### config.mk
export PLATFORM = sky130hd
export DESIGN_NAME = scsi_message_negotiator_core
export DESIGN_NICKNAME = d
export VERILOG_FILES = /design/src/sv/smn_pkg.sv /design/src/sv/scsi_message_negotiator_core.sv /design/src/sv/smn_msg_ram.sv /design/src/sv/smn_reply.sv
export SDC_FILE = /design/constraint.sdc
export NUM_CORES = 1
export LEC_CHECK = 0
export BUFFER_PORTS_ARGS = -buffer_cell sky130_fd_sc_hd__buf_2
export CORE_MARGIN = 2
export CORE_UTILIZATION = 50
export DETAILED_ROUTE_END_ITERATION = 16
export PLACE_DENSITY_LB_ADDON = 0.12
export SYNTH_ARGS = -nofsm -noshare
export SYNTH_HDL_FRONTEND = slang
export SYNTH_HIERARCHICAL = 1
export SYNTH_SLANG_ARGS = --single-unit
export TNS_END_PERCENT = 30
### constraint.sdc
create_clock -name clk -period 4.7 [get_ports clk]
set_clock_uncertainty 0.05 [all_clocks]
set_input_delay 0.94 -clock clk [delete_from_list [all_inputs] [get_ports clk]]
set_output_delay 0.94 -clock clk [all_outputs]
set_load 0.005 [all_outputs]
### src/sv/smn_pkg.sv
// Shared types, message codes and reply byte helpers of the SCSI message negotiator.
`default_nettype none
package smn_pkg;

	typedef enum logic [1:0] {
		KIND_BYTE     = 2'd0,
		KIND_COMPLETE = 2'd1,
		KIND_READ     = 2'd2,
		KIND_SESSION  = 2'd3
	} kind_t;

	typedef enum logic [3:0] {
		S_IDLE,
		S_LEAD,
		S_HEAD,
		S_LEN,
		S_CODE,
		S_PER,
		S_OFF,
		S_WIDTH,
		S_DONE
	} walk_state_t;

	typedef enum logic [1:0] {
		RK_NONE,
		RK_REJECT,
		RK_SYNC,
		RK_WIDE
	} reply_kind_t;

	localparam logic [7:0] EXT_MSG    = 8'h01;
	localparam logic [7:0] REJECT_MSG = 8'h07;
	localparam logic [7:0] CODE_SYNC  = 8'h01;
	localparam logic [7:0] CODE_WIDE  = 8'h03;
	localparam int         IDENT_BIT  = 7;
	localparam logic [7:0] SYNC_LEN   = 8'd3;
	localparam logic [7:0] WIDE_LEN   = 8'd2;

	localparam logic [7:0] MIN_PERIOD_RST   = 8'd25;
	localparam logic [7:0] MAX_OFFSET_RST   = 8'd8;
	localparam logic       WIDE_CAPABLE_RST = 1'b0;

	localparam logic [1:0] REG_MIN_PERIOD   = 2'd0;
	localparam logic [1:0] REG_MAX_OFFSET   = 2'd1;
	localparam logic [1:0] REG_WIDE_CAPABLE = 2'd2;

	typedef struct packed {
		logic        load;
		reply_kind_t kind;
		logic [7:0]  per;
		logic [7:0]  off;
		logic        wide;
	} reply_wr_t;

	typedef struct packed {
		logic pop;
		logic clear;
	} reply_ctl_t;

	function automatic logic [2:0] reply_len(input reply_kind_t kind);
		logic [2:0] len;
		case (kind)
			RK_REJECT: len = 3'd1;
			RK_SYNC:   len = 3'd5;
			RK_WIDE:   len = 3'd4;
			default:   len = 3'd0;
		endcase
		return len;
	endfunction

	function automatic logic [7:0] reply_byte(
		input reply_kind_t kind,
		input logic [2:0]  idx,
		input logic [7:0]  per,
		input logic [7:0]  off,
		input logic        wide
	);
		logic [7:0] b;
		b = 8'h00;
		case (kind)
			RK_REJECT: b = REJECT_MSG;
			RK_SYNC: begin
				case (idx)
					3'd0:    b = EXT_MSG;
					3'd1:    b = SYNC_LEN;
					3'd2:    b = CODE_SYNC;
					3'd3:    b = per;
					default: b = off;
				endcase
			end
			RK_WIDE: begin
				case (idx)
					3'd0:    b = EXT_MSG;
					3'd1:    b = WIDE_LEN;
					3'd2:    b = CODE_WIDE;
					default: b = {7'd0, wide};
				endcase
			end
			default: b = 8'h00;
		endcase
		return b;
	endfunction

endpackage
`default_nettype wire

### src/sv/scsi_message_negotiator_core.sv
// Top level: configuration, buffer walk sequencer and registered result word.
// Byte, read and session-reset words give their result in the cycle after acceptance.
// A complete word walks the buffer through the registered-read buffer memory, one
// message at a time through the lead, head, length, code and period/offset or width
// states, and loads the result word from the done state once the result register is free.
// Asynchronous reset sets the configuration registers to their defaults and empties both queues.
`default_nettype none
module scsi_message_negotiator_core #(
	parameter int MSG_DEPTH = 16
) (
	input  wire logic        clk,
	input  wire logic        arst_n,
	input  wire logic        s_tvalid,
	output logic             s_tready,
	input  wire logic [7:0]  s_tdata,   // [7:0] data_byte
	input  wire logic [1:0]  s_tuser,   // [1:0] kind
	output logic             m_tvalid,
	input  wire logic        m_tready,
	// [0] ok, [8:1] reply_byte, [9] saw_identify, [10] saw_reject, [11] did_sync,
	// [12] did_wide, [13] incomplete, [21:14] agreed_period, [29:22] agreed_offset,
	// [30] agreed_wide, [31] zero
	output logic [31:0]      m_tdata,
	input  wire logic        cfg_we,
	input  wire logic [1:0]  cfg_index,
	input  wire logic [7:0]  cfg_data
);

	localparam int CW = $clog2(MSG_DEPTH + 1);
	localparam int AW = $clog2(MSG_DEPTH);
	localparam int SW = ((CW > 8) ? CW : 8) + 2;

	// configuration
	logic [7:0] min_period_q;
	logic [7:0] max_offset_q;
	logic       wide_capable_q;

	always_ff @(posedge clk or negedge arst_n) begin
		if (!arst_n) begin
			min_period_q   <= smn_pkg::MIN_PERIOD_RST;
			max_offset_q   <= smn_pkg::MAX_OFFSET_RST;
			wide_capable_q <= smn_pkg::WIDE_CAPABLE_RST;
		end else if (cfg_we) begin
			case (cfg_index)
				smn_pkg::REG_MIN_PERIOD:   min_period_q   <= cfg_data;
				smn_pkg::REG_MAX_OFFSET:   max_offset_q   <= cfg_data;
				smn_pkg::REG_WIDE_CAPABLE: wide_capable_q <= cfg_data[0];
				default: ;
			endcase
		end
	end

	// walk state
	smn_pkg::walk_state_t st_q, st_d;
	logic [CW-1:0] count_q, count_d;
	logic [CW-1:0] i_q, i_d;
	logic [7:0]    len_q, len_d;
	logic          ident_q, ident_d, rej_q, rej_d, dsync_q, dsync_d;
	logic          dwide_q, dwide_d, inc_q, inc_d, awide_q, awide_d;
	logic [7:0]    aper_q, aper_d, aoff_q, aoff_d;

	// memory and reply interfaces
	logic          ram_we;
	logic          rd_en;
	logic [2:0]    rd_off;
	logic [AW-1:0] rd_addr;
	logic [7:0]    rdata;
	smn_pkg::reply_wr_t  rep_wr;
	smn_pkg::reply_ctl_t rep_ctl;
	logic          rep_avail;
	logic [7:0]    rep_byte;

	// result register
	logic          ovalid_q;
	logic [31:0]   odata_q;
	logic          out_load;
	logic          out_free;
	logic          in_acc;
	logic [31:0]   o_word;

	smn_pkg::kind_t kind;
	logic [SW-1:0] i_ext, cnt_ext, rd_sum, end_new, end_old;
	logic [7:0]    per_cl, off_cl;

	assign kind     = smn_pkg::kind_t'(s_tuser);
	assign out_free = !ovalid_q || m_tready;
	assign s_tready = (st_q == smn_pkg::S_IDLE) && out_free;
	assign in_acc   = s_tvalid && s_tready;
	assign m_tvalid = ovalid_q;
	assign m_tdata  = odata_q;

	assign i_ext   = SW'(i_q);
	assign cnt_ext = SW'(count_q);
	assign rd_sum  = i_ext + SW'(rd_off);
	assign rd_addr = rd_sum[AW-1:0];
	assign end_new = i_ext + SW'(2) + SW'(rdata);
	assign end_old = i_ext + SW'(2) + SW'(len_q);
	assign per_cl  = (rdata < min_period_q) ? min_period_q : rdata;
	assign off_cl  = (rdata > max_offset_q) ? max_offset_q : rdata;

	smn_msg_ram #(
		.DEPTH(MSG_DEPTH),
		.AW   (AW)
	) u_ram (
		.clk    (clk),
		.we     (ram_we),
		.waddr  (count_q[AW-1:0]),
		.wdata  (s_tdata),
		.re     (rd_en),
		.raddr  (rd_addr),
		.rdata_q(rdata)
	);

	smn_reply u_reply (
		.clk     (clk),
		.arst_n  (arst_n),
		.wr      (rep_wr),
		.ctl     (rep_ctl),
		.avail   (rep_avail),
		.byte_out(rep_byte)
	);

	always_comb begin
		st_d     = st_q;
		count_d  = count_q;
		i_d      = i_q;
		len_d    = len_q;
		ident_d  = ident_q;
		rej_d    = rej_q;
		dsync_d  = dsync_q;
		dwide_d  = dwide_q;
		inc_d    = inc_q;
		aper_d   = aper_q;
		aoff_d   = aoff_q;
		awide_d  = awide_q;
		ram_we   = 1'b0;
		rd_en    = 1'b0;
		rd_off   = 3'd0;
		rep_wr   = '0;
		rep_ctl  = '0;
		out_load = 1'b0;
		o_word   = 32'd0;
		case (st_q)
			smn_pkg::S_IDLE: begin
				if (in_acc) begin
					case (kind)
						smn_pkg::KIND_BYTE: begin
							out_load = 1'b1;
							if (count_q < CW'(MSG_DEPTH)) begin
								ram_we    = 1'b1;
								count_d   = count_q + CW'(1);
								o_word[0] = 1'b1;
							end
						end
						smn_pkg::KIND_READ: begin
							out_load    = 1'b1;
							rep_ctl.pop = rep_avail;
							o_word[0]   = rep_avail;
							o_word[8:1] = rep_byte;
						end
						smn_pkg::KIND_SESSION: begin
							out_load      = 1'b1;
							count_d       = '0;
							rep_ctl.clear = 1'b1;
						end
						smn_pkg::KIND_COMPLETE: begin
							i_d     = '0;
							ident_d = 1'b0;
							rej_d   = 1'b0;
							dsync_d = 1'b0;
							dwide_d = 1'b0;
							inc_d   = 1'b0;
							aper_d  = 8'd0;
							aoff_d  = 8'd0;
							awide_d = 1'b0;
							st_d    = smn_pkg::S_LEAD;
						end
						default: ;
					endcase
				end
			end
			smn_pkg::S_LEAD: begin
				if (i_ext >= cnt_ext) begin
					st_d = smn_pkg::S_DONE;
				end else begin
					rd_en = 1'b1;
					st_d  = smn_pkg::S_HEAD;
				end
			end
			smn_pkg::S_HEAD: begin
				if (rdata[smn_pkg::IDENT_BIT]) begin
					ident_d = 1'b1;
					i_d     = i_q + CW'(1);
					st_d    = smn_pkg::S_LEAD;
				end else if (rdata != smn_pkg::EXT_MSG) begin
					if (rdata == smn_pkg::REJECT_MSG) begin
						rej_d = 1'b1;
					end
					i_d  = i_q + CW'(1);
					st_d = smn_pkg::S_LEAD;
				end else if (i_ext + SW'(2) > cnt_ext) begin
					inc_d = 1'b1;
					st_d  = smn_pkg::S_DONE;
				end else begin
					rd_en  = 1'b1;
					rd_off = 3'd1;
					st_d   = smn_pkg::S_LEN;
				end
			end
			smn_pkg::S_LEN: begin
				len_d = rdata;
				if (end_new > cnt_ext) begin
					inc_d = 1'b1;
					st_d  = smn_pkg::S_DONE;
				end else if (rdata == 8'd0) begin
					// An empty extended message is refused and skipped.
					rep_wr.load = 1'b1;
					rep_wr.kind = smn_pkg::RK_REJECT;
					i_d         = end_new[CW-1:0];
					st_d        = smn_pkg::S_LEAD;
				end else begin
					rd_en  = 1'b1;
					rd_off = 3'd2;
					st_d   = smn_pkg::S_CODE;
				end
			end
			smn_pkg::S_CODE: begin
				if (rdata == smn_pkg::CODE_SYNC && len_q == smn_pkg::SYNC_LEN) begin
					rd_en  = 1'b1;
					rd_off = 3'd3;
					st_d   = smn_pkg::S_PER;
				end else if (rdata == smn_pkg::CODE_WIDE && len_q == smn_pkg::WIDE_LEN) begin
					rd_en  = 1'b1;
					rd_off = 3'd3;
					st_d   = smn_pkg::S_WIDTH;
				end else begin
					rep_wr.load = 1'b1;
					rep_wr.kind = smn_pkg::RK_REJECT;
					i_d         = end_old[CW-1:0];
					st_d        = smn_pkg::S_LEAD;
				end
			end
			smn_pkg::S_PER: begin
				aper_d = per_cl;
				rd_en  = 1'b1;
				rd_off = 3'd4;
				st_d   = smn_pkg::S_OFF;
			end
			smn_pkg::S_OFF: begin
				aoff_d      = off_cl;
				dsync_d     = 1'b1;
				rep_wr.load = 1'b1;
				rep_wr.kind = smn_pkg::RK_SYNC;
				rep_wr.per  = aper_q;
				rep_wr.off  = off_cl;
				i_d         = end_old[CW-1:0];
				st_d        = smn_pkg::S_LEAD;
			end
			smn_pkg::S_WIDTH: begin
				awide_d     = wide_capable_q && (rdata != 8'd0);
				dwide_d     = 1'b1;
				rep_wr.load = 1'b1;
				rep_wr.kind = smn_pkg::RK_WIDE;
				rep_wr.wide = wide_capable_q && (rdata != 8'd0);
				i_d         = end_old[CW-1:0];
				st_d        = smn_pkg::S_LEAD;
			end
			smn_pkg::S_DONE: begin
				if (out_free) begin
					out_load      = 1'b1;
					o_word[9]     = ident_q;
					o_word[10]    = rej_q;
					o_word[11]    = dsync_q;
					o_word[12]    = dwide_q;
					o_word[13]    = inc_q;
					o_word[21:14] = aper_q;
					o_word[29:22] = aoff_q;
					o_word[30]    = awide_q;
					// A truncated extended message leaves the buffer for more bytes.
					if (!inc_q) begin
						count_d = '0;
					end
					st_d = smn_pkg::S_IDLE;
				end
			end
			default: st_d = smn_pkg::S_IDLE;
		endcase
	end

	always_ff @(posedge clk or negedge arst_n) begin
		if (!arst_n) begin
			st_q    <= smn_pkg::S_IDLE;
			count_q <= '0;
		end else begin
			st_q    <= st_d;
			count_q <= count_d;
		end
	end

	always_ff @(posedge clk) begin
		i_q     <= i_d;
		len_q   <= len_d;
		ident_q <= ident_d;
		rej_q   <= rej_d;
		dsync_q <= dsync_d;
		dwide_q <= dwide_d;
		inc_q   <= inc_d;
		aper_q  <= aper_d;
		aoff_q  <= aoff_d;
		awide_q <= awide_d;
	end

	always_ff @(posedge clk or negedge arst_n) begin
		if (!arst_n) begin
			ovalid_q <= 1'b0;
		end else if (out_load) begin
			ovalid_q <= 1'b1;
		end else if (m_tready) begin
			ovalid_q <= 1'b0;
		end
	end

	always_ff @(posedge clk) begin
		if (out_load) begin
			odata_q <= o_word;
		end
	end

`ifndef SYNTHESIS
	a_count_bound: assert property (@(posedge clk) disable iff (!arst_n)
		count_q <= CW'(MSG_DEPTH))
		else $error("buffer fill count above its depth");

	a_read_in_range: assert property (@(posedge clk) disable iff (!arst_n)
		rd_en |-> (rd_sum < cnt_ext))
		else $error("walk reads a buffer entry that holds no byte");

	a_complete_starts_walk: assert property (@(posedge clk) disable iff (!arst_n)
		(in_acc && kind == smn_pkg::KIND_COMPLETE) |=> (st_q == smn_pkg::S_LEAD))
		else $error("complete word did not start the walk");

	a_done_empties: assert property (@(posedge clk) disable iff (!arst_n)
		(st_q == smn_pkg::S_DONE && out_free && !inc_q) |=> (count_q == '0))
		else $error("finished walk left bytes in the buffer");

	a_no_overwrite: assert property (@(posedge clk) disable iff (!arst_n)
		out_load |-> out_free)
		else $error("result register loaded over an untaken word");
`endif

endmodule
`default_nettype wire

### src/sv/smn_msg_ram.sv
// Message-out byte buffer: one write port and one registered read port.
`default_nettype none
module smn_msg_ram #(
	parameter int DEPTH = 16,
	parameter int AW    = 4
) (
	input  wire logic          clk,
	input  wire logic          we,
	input  wire logic [AW-1:0] waddr,
	input  wire logic [7:0]    wdata,
	input  wire logic          re,
	input  wire logic [AW-1:0] raddr,
	output logic      [7:0]    rdata_q
);

	logic [7:0] mem [DEPTH];

	always_ff @(posedge clk) begin
		if (we) begin
			mem[waddr] <= wdata;
		end
	end

	always_ff @(posedge clk) begin
		if (re) begin
			rdata_q <= mem[raddr];
		end
	end

endmodule
`default_nettype wire

### src/sv/smn_reply.sv
// Reply queue: holds the last answer and pops it out one byte per read.
`default_nettype none
module smn_reply (
	input  wire logic               clk,
	input  wire logic               arst_n,
	input  wire smn_pkg::reply_wr_t  wr,
	input  wire smn_pkg::reply_ctl_t ctl,
	output logic                    avail,
	output logic [7:0]              byte_out
);

	smn_pkg::reply_kind_t kind_q;
	logic [2:0]           rptr_q;
	logic [7:0]           per_q;
	logic [7:0]           off_q;
	logic                 wide_q;

	always_ff @(posedge clk or negedge arst_n) begin
		if (!arst_n) begin
			kind_q <= smn_pkg::RK_NONE;
			rptr_q <= 3'd0;
		end else if (ctl.clear) begin
			kind_q <= smn_pkg::RK_NONE;
			rptr_q <= 3'd0;
		end else if (wr.load) begin
			kind_q <= wr.kind;
			rptr_q <= 3'd0;
		end else if (ctl.pop) begin
			rptr_q <= rptr_q + 3'd1;
		end
	end

	always_ff @(posedge clk) begin
		if (wr.load) begin
			per_q  <= wr.per;
			off_q  <= wr.off;
			wide_q <= wr.wide;
		end
	end

	assign avail    = rptr_q < smn_pkg::reply_len(kind_q);
	assign byte_out = avail ? smn_pkg::reply_byte(kind_q, rptr_q, per_q, off_q, wide_q) : 8'h00;

endmodule
`default_nettype wire
==> out/qor.csv, run 1 <==
stage,metric,value,unit
placement,Post-DP Area,0.0126,mm²
clock_tree,"Hold-fix buffers, CTS",0,
sta,Max-slew headroom,34.6,%
clock_tree,CTS sink count,251,
power,Peak supply drop,0.000467,V
placement,Final HPWL DP,18.8,mm
placement,DP Worst Slack,-0.150,ns
floorplanning,Die H,158,µm
yosys,Syn Inst Count,832,
status,status,completed,
power,Logic pwr share,38.7,%
layout,layout cells sized above 1,21.4,%
layout,area delta synth->final,15.1,%
floorplanning,FP Rows,56,
critical_path,CP Launch Type,flop,
sta,"Setup violations, final",0,
critical_path,Crit. End Element,flop,
yosys,post-synth cell types,79,
global_routing,GRT Total Usage,21.4,%
sta,Slew @ Worst Pin,0.981,ns
route,per-cell routed wire length,20.7,µm
power,internal power,5710,µW
power,power consumption,8740,µW
route,Vias,7194,
power,Sw Share,34.7,%
floorplanning,Die W,158,µm
yosys,YS warnings,6,
route,drc violations,0,
critical_path,Worst EP required,4.94,ns
run,Max Cap Viol,0,
yosys,post-synth net total,915,
clock_tree,Worst-Skew Late Latency,0.55,ns
power,PD cells,639,mW/mm²
sta,worst hold slack,0.444,ns
floorplanning,Core Region,0.0234,mm²
layout,Final Util,58.5,%
yosys,synth top area cells,"edfxtp_1, dfrtp_1, ha_1",
sta,final hold violations,0,
yosys,Synth Area per Inst,14.3,µm²
critical_path,CP cell instances,"buf_4, clkinvlp_4, ha_1, a21oi_1, o21bai_1, xor2_1, ha_1, and4_1, a21oi_2, o31ai_4, a41oi_2, buf_4, fa_1, inv_2, buf_12, mux4_1, a22oi_1, nand2_1",
power,Static Leak,0.00511,µW
floorplanning,Starting Density,50.8,%
critical_path,"Data arrival, critical path",4.81,ns
sta,FMAX,219,MHz
yosys,Post-Syn Area,0.0119,mm²
power,clock power share,24.6,%
floorplanning,# IOs,59,
layout,final instance area,0.0137,mm²
yosys,synthesis-stage register bit count,251,
route,DR iter-0 viols,518,
global_routing,Overflow after GRT,0,
power,Reg power frac,36.7,%
layout,Ant. Diodes,0,
min_path,HP Class,input port to asynchronous set/reset pin,
floorplanning,DIE AREA,0.0250,mm²
critical_path,crit-path max FO,16,
yosys,asr flop ratio synth,12.7,%
yosys,Synth top area share,55.4,%
route,post-route ant nets,0,
sta,Final WS setup,0.132,ns
critical_path,crit path max-delay cell type,fa_1,
placement,gpl congestion,0.893,
critical_path,crit-path max cell delay,0.43,ns
yosys,Post-synth EDFFs,219,
placement,port bufs,57,
yosys,Synth Flop Type,edfxtp_1,
sta,Final Max Tran Viols,0,
clock_tree,clk root buf,clkbuf_16,
global_routing,pin count of the biggest net entering global routing,33,
clock_tree,H-tree depth,1,
layout,Layout Nets,1008,
global_routing,first-pass GRT wire length,40.3,mm
route,drt total wl,26.2,mm
power,Net Switching,3030,µW
yosys,post-synthesis sequential area ratio,62.1,%
route,Pre-Repair DR Iteration Count,4,
yosys,leading area contributor after synthesis,edfxtp_1,
critical_path,critical path type,flop to flop,
clock_tree,worst-case clock buffer depth,3,
sta,Final Cycle Share,97.2,%
route,Vias per Instance,5.69,
global_routing,initial antenna violation count,0,
clock_tree,CTS Buf Count,27,
clock_tree,clock-pin slew on the worst setup and hold paths,0.07,ns
clock_tree,CTS tree,done,
global_routing,vias in the first global route,7253,
sta,minimum clock period after layout,4.57,ns
## cells in the final DEF, fill, tap and decap left out, drive strengths merged, types with 7 or more instances in the layout
| cell | n |
|---|---|
| and2 | 40 |
| nand2 | 56 |
| edfxtp | 219 |
| inv | 45 |
| a22oi | 22 |
| mux4 | 32 |
| mux2 | 11 |
| xor2 | 7 |
| nor2b | 9 |
| xnor2 | 7 |
| nor3 | 12 |
| o21ai | 27 |
| dfrtp | 28 |
| nor2 | 40 |
| o211ai | 12 |
| clkinv | 9 |
| buf | 88 |
| a21oi | 47 |
| ha | 55 |
| mux2i | 13 |
| clkbuf | 35 |
| nand3 | 27 |
| nand2b | 9 |
## cell usage after synthesis, types with 12 or more instances
| library cell | instances |
|---|---|
| a21oi_1 | 46 |
| a22oi_1 | 22 |
| and2_1 | 40 |
| dfrtp_1 | 28 |
| edfxtp_1 | 219 |
| ha_1 | 55 |
| inv_1 | 44 |
| mux2i_1 | 13 |
| mux4_1 | 14 |
| mux4_2 | 18 |
| nand2_1 | 56 |
| nand3_1 | 27 |
| nor2_1 | 38 |
| nor3_1 | 12 |
| o211ai_1 | 12 |
| o21ai_0 | 23 |
## final cells by class
type / count / area, µm²
Clock inverter: 16 / 205
Sequential cell: 251 / 7380
Timing Repair Buffer: 89 / 568
Clock buffer: 34 / 702
Tap cell: 319 / 399
Fill cell: 1896 / 9720
Multi-Input combinational cell: 512 / 4250
Inverter: 44 / 169
## cells by family after synthesis
group | share of synthesized area (%)
other | 0.0316
AO/OA/AOI/OAI | 7.77
XOR/XNOR | 1.23
buffers and inverters | 2.74
adder cells (fa/ha/maj) | 6.30
AND/OR/NAND/NOR | 11.1
multiplexers | 8.65
flip-flops | 62.1
## critical path: cells and delay by family, from the launching register on
kind | cells | cell delay [ns]
compound gates | 6 | 1.16
fa+ha+maj | 3 | 1.01
buf+inv | 5 | 0.84
flops | 1 | 0.36
mux | 1 | 0.34
simple gates | 2 | 0.31
xor+xnor | 1 | 0.22
## repair_timing
action | CTS | global route
resized for setup | 2 | 15
buffers inserted | 0 | 4
gates cloned | 0 | 1
endpoints found under the setup margin | 8 | 8
endpoints found under the hold margin | 0 | 0
pin swaps | 0 | 3
## final timing paths
path,start,endpoint,slack [ns],cells past startpoint
max in group asynchronous,arst_n,max_offset_q[6],3.59,1
min in group clk,aoff_q[0],m_tdata[22],0.47,1
hold / removal,arst_n,st_q[0],0.44,1
hold reg to reg,aoff_q[0],m_tdata[22],0.47,1
setup reg to reg,i_q[1],u_ram/rdata_q[4],0.13,18
setup / recovery,i_q[1],u_ram/rdata_q[4],0.13,18
## power groups by stage
stage	Clock (µW)	Sequential, µW	Combinational [µW]
floorplan	0	3210	2170
global placement	0	3240	3090
detailed placement	0	3250	3140
CTS	2190	3210	3190
global route	2280	3260	3740
finish	2150	3210	3380
## stage by stage
step | instances | TNS, ns
4_1_cts | 1260 | 0
6_report | 1265 | 0
2_1_floorplan | 832 | 0
3_5_place_dp | 1210 | -1.12
5_1_grt | 1265 | -0.376
3_3_place_gp | 1210 | -0.285
## per-layer routing
metal,global-route usage [%],vias to the layer above,part of all wire (%)
met5,0,-,0
met4,5.71,0,2.3
met2,39.6,171,53
met1,26.5,3593,41
li1,-,3381,-
met3,2.63,49,3.4
## state kept, by name (all words and copies together) (netlist names), 2 cells and up
| register | count |
|---|---|
| aper_q | 8 |
| max_offset_q | 8 |
| u_reply/kind_q | 2 |
| m_tdata | 31 |
| len_q | 8 |
| u_ram/mem | 128 |
| min_period_q | 8 |
| st_q | 4 |
| count_q | 5 |
| u_ram/rdata_q | 8 |
| i_q | 5 |
| u_reply/per_q | 8 |
| aoff_q | 8 |
| u_reply/rptr_q | 3 |
| u_reply/off_q | 8 |
(Power assumes the default switching activity.)
==> run 2: changes to the inputs <==
PLACE_DENSITY = 0.7   (was not set)
PLACE_DENSITY_LB_ADDON = not set   (was 0.12)
SLEW_MARGIN = 5   (was not set)
==> run 2 against run 1 <==
Cell count is essentially flat. Critical path depth shrank 1. Non-clock buffer count grew 3. Largest cell class unchanged. Highest routed layer unchanged. Maximum frequency grew 2.7%. Flip-flop and latch count is the same. Hold slack gained 0.014 ns. Clock power shrank 3%. Die area is the same. Critical endpoint is now u_ram/rdata_q[0]. Via count shrank 0.78%. Count of clock-buffer cells in the layout shrank 5.
==> out/qor.csv, run 2 (synthesis gave the netlist of run 1 again) <==
stage,metric,value,unit
status,status,completed,
clock_tree,clock-pin slew on the worst setup and hold paths,0.06,ns
sta,Final Cycle Share,94.6,%
route,per-cell routed wire length,19.8,µm
power,clock power share,23.9,%
layout,Layout Nets,1010,
power,PD cells,634,mW/mm²
power,Sw Share,34.3,%
sta,minimum clock period after layout,4.45,ns
global_routing,GRT Total Usage,20.1,%
global_routing,initial antenna violation count,0,
layout,most frequent cells in the layout,"edfxtp_1, buf_2, nand2_1, ha_1",
sta,FMAX,225,MHz
sta,Slew @ Worst Pin,1.02,ns
layout,max FFs per register,128,
clock_tree,H-tree depth,1,
placement,Post-DP Area,0.0127,mm²
clock_tree,Worst-Skew Late Latency,0.52,ns
layout,layout cells sized above 1,22.6,%
critical_path,Worst EP required,4.91,ns
route,drt total wl,25.0,mm
min_path,HP Class,input port to asynchronous set/reset pin,
critical_path,CP bufs+invs,4,
layout,Ant. Diodes,0,
floorplanning,Core Region,0.0234,mm²
power,internal power,5710,µW
layout,Largest Register,u_ram/mem,
clock_tree,CTS tree,done,
placement,Placed Cells,1212,
placement,gpl congestion,0.892,
critical_path,crit-path max FO,16,
layout,post-route insts no fill,1264,
critical_path,crit path launch,i_q[1],
clock_tree,CTS sink count,251,
global_routing,pin count of the biggest net entering global routing,33,
floorplanning,FP Rows,56,
route,post-route ant nets,0,
global_routing,Overflow after GRT,0,
critical_path,CP cell instances,"ha_1, ha_4, inv_1, o21bai_1, xor2_1, ha_1, and4_1, a21oi_2, o31ai_4, a41oi_2, buf_4, fa_1, inv_2, buf_12, mux4_2, a22oi_1, nand2_1",
power,Logic pwr share,39.2,%
critical_path,critical path type,flop to flop,
power,Net Switching,2980,µW
clock_tree,"Hold-fix buffers, CTS",0,
clock_tree,clk root buf,clkbuf_16,
global_routing,vias in the first global route,6818,
route,Vias,7138,
clock_tree,CTS Buf Count,26,
floorplanning,# IOs,59,
sta,"Setup violations, final",0,
power,Static Leak,0.00511,µW
placement,port bufs,57,
sta,RSZ-0062 raised after global routing,no,
layout,final instance area,0.0137,mm²
route,Vias per Instance,5.65,
critical_path,R2R Path Start,i_q[1],
route,Pre-Repair DR Iteration Count,5,
critical_path,"Data arrival, critical path",4.66,ns
route,drc violations,0,
power,power consumption,8690,µW
layout,"most common cell after layout, fill and taps aside",edfxtp_1,
power,Peak supply drop,0.000474,V
critical_path,r2r setup slk,0.25,ns
layout,Final Util,58.6,%
sta,final hold violations,0,
layout,fill cell count,1879,
critical_path,Crit. End Element,flop,
critical_path,CP Launch Type,flop,
critical_path,crit path max-delay cell type,fa_1,
sta,Final Max Tran Viols,0,
placement,Final HPWL DP,17.4,mm
floorplanning,Die H,158,µm
global_routing,first-pass GRT wire length,38.0,mm
critical_path,Top Family by Delay on Critical Path,adder cells,
floorplanning,Die W,158,µm
power,Reg power frac,36.8,%
route,DR iter-0 viols,513,
floorplanning,DIE AREA,0.0250,mm²
floorplanning,Starting Density,50.8,%
layout,area delta synth->final,15.4,%
run,Max Cap Viol,0,
critical_path,crit-path max cell delay,0.43,ns
clock_tree,worst-case clock buffer depth,3,
critical_path,CP dominant cell by count,ha_1,
sta,Max-slew headroom,32.1,%
==> run 2: changes by cell type in the layout (fill, tap and decap cells not counted), sizes merged <==
cell / before / now
buf: 88 / 91
clkinvlp: 2 / 5
clkbuf: 35 / 30
inv: 45 / 43
==> run 2: power by group through the flow <==
stage	Sequential, µW	Clock [µW]	Combinational, µW
global placement	3230	0	3040
CTS	3200	2110	3160
global route	3250	2210	3770
finish	3200	2080	3410
detailed placement	3240	0	3100
floorplan	3210	0	2170
==> run 2: metal layers <==
layer | part of all wire [%] | up-vias | global-route usage, %
met4 | 2.7 | 0 | 5.71
met3 | 5.0 | 46 | 3.01
met1 | 42 | 3510 | 26.9
met2 | 50 | 207 | 34.3
met5 | 0 | - | 0
li1 | - | 3375 | -
==> run 2: worst paths after layout <==
check	endpoint	cells past startpoint
setup / recovery	u_ram/rdata_q[0]	17
hold / removal	m_tvalid	1
max in group asynchronous	wide_capable_q	1
hold reg to reg	m_tdata[10]	1
min in group clk	m_tdata[10]	1
setup reg to reg	u_ram/rdata_q[0]	17
==> run 2: layout make-up <==
class / count / area, µm² / share of cell area (%)
Clock buffer: 29 / 683 / 4.98
Clock inverter: 17 / 190 / 1.39
Inverter: 44 / 169 / 1.23
Multi-Input combinational cell: 512 / 4290 / 31.3
Sequential cell: 251 / 7380 / 53.9
Tap cell: 319 / 399 / 2.91
Timing Repair Buffer: 92 / 591 / 4.31
==> run 2: metrics by stage <==
stage	hold slack, ns	worst slack, ns	TNS [ns]
3_3_place_gp	0.452	0.0474	0
3_5_place_dp	0.456	-0.149	-0.829
4_1_cts	0.470	0.0873	0
2_1_floorplan	0.435	0.271	0
6_report	0.458	0.252	0
5_1_grt	0.489	0.0166	0
==> run 2: timing repair <==
item                       CTS  global route
pin swaps                    0             2
cloned                       0             1
setup buffers                0             5
gates resized for setup      2            26
setup endpoints to repair    8             8
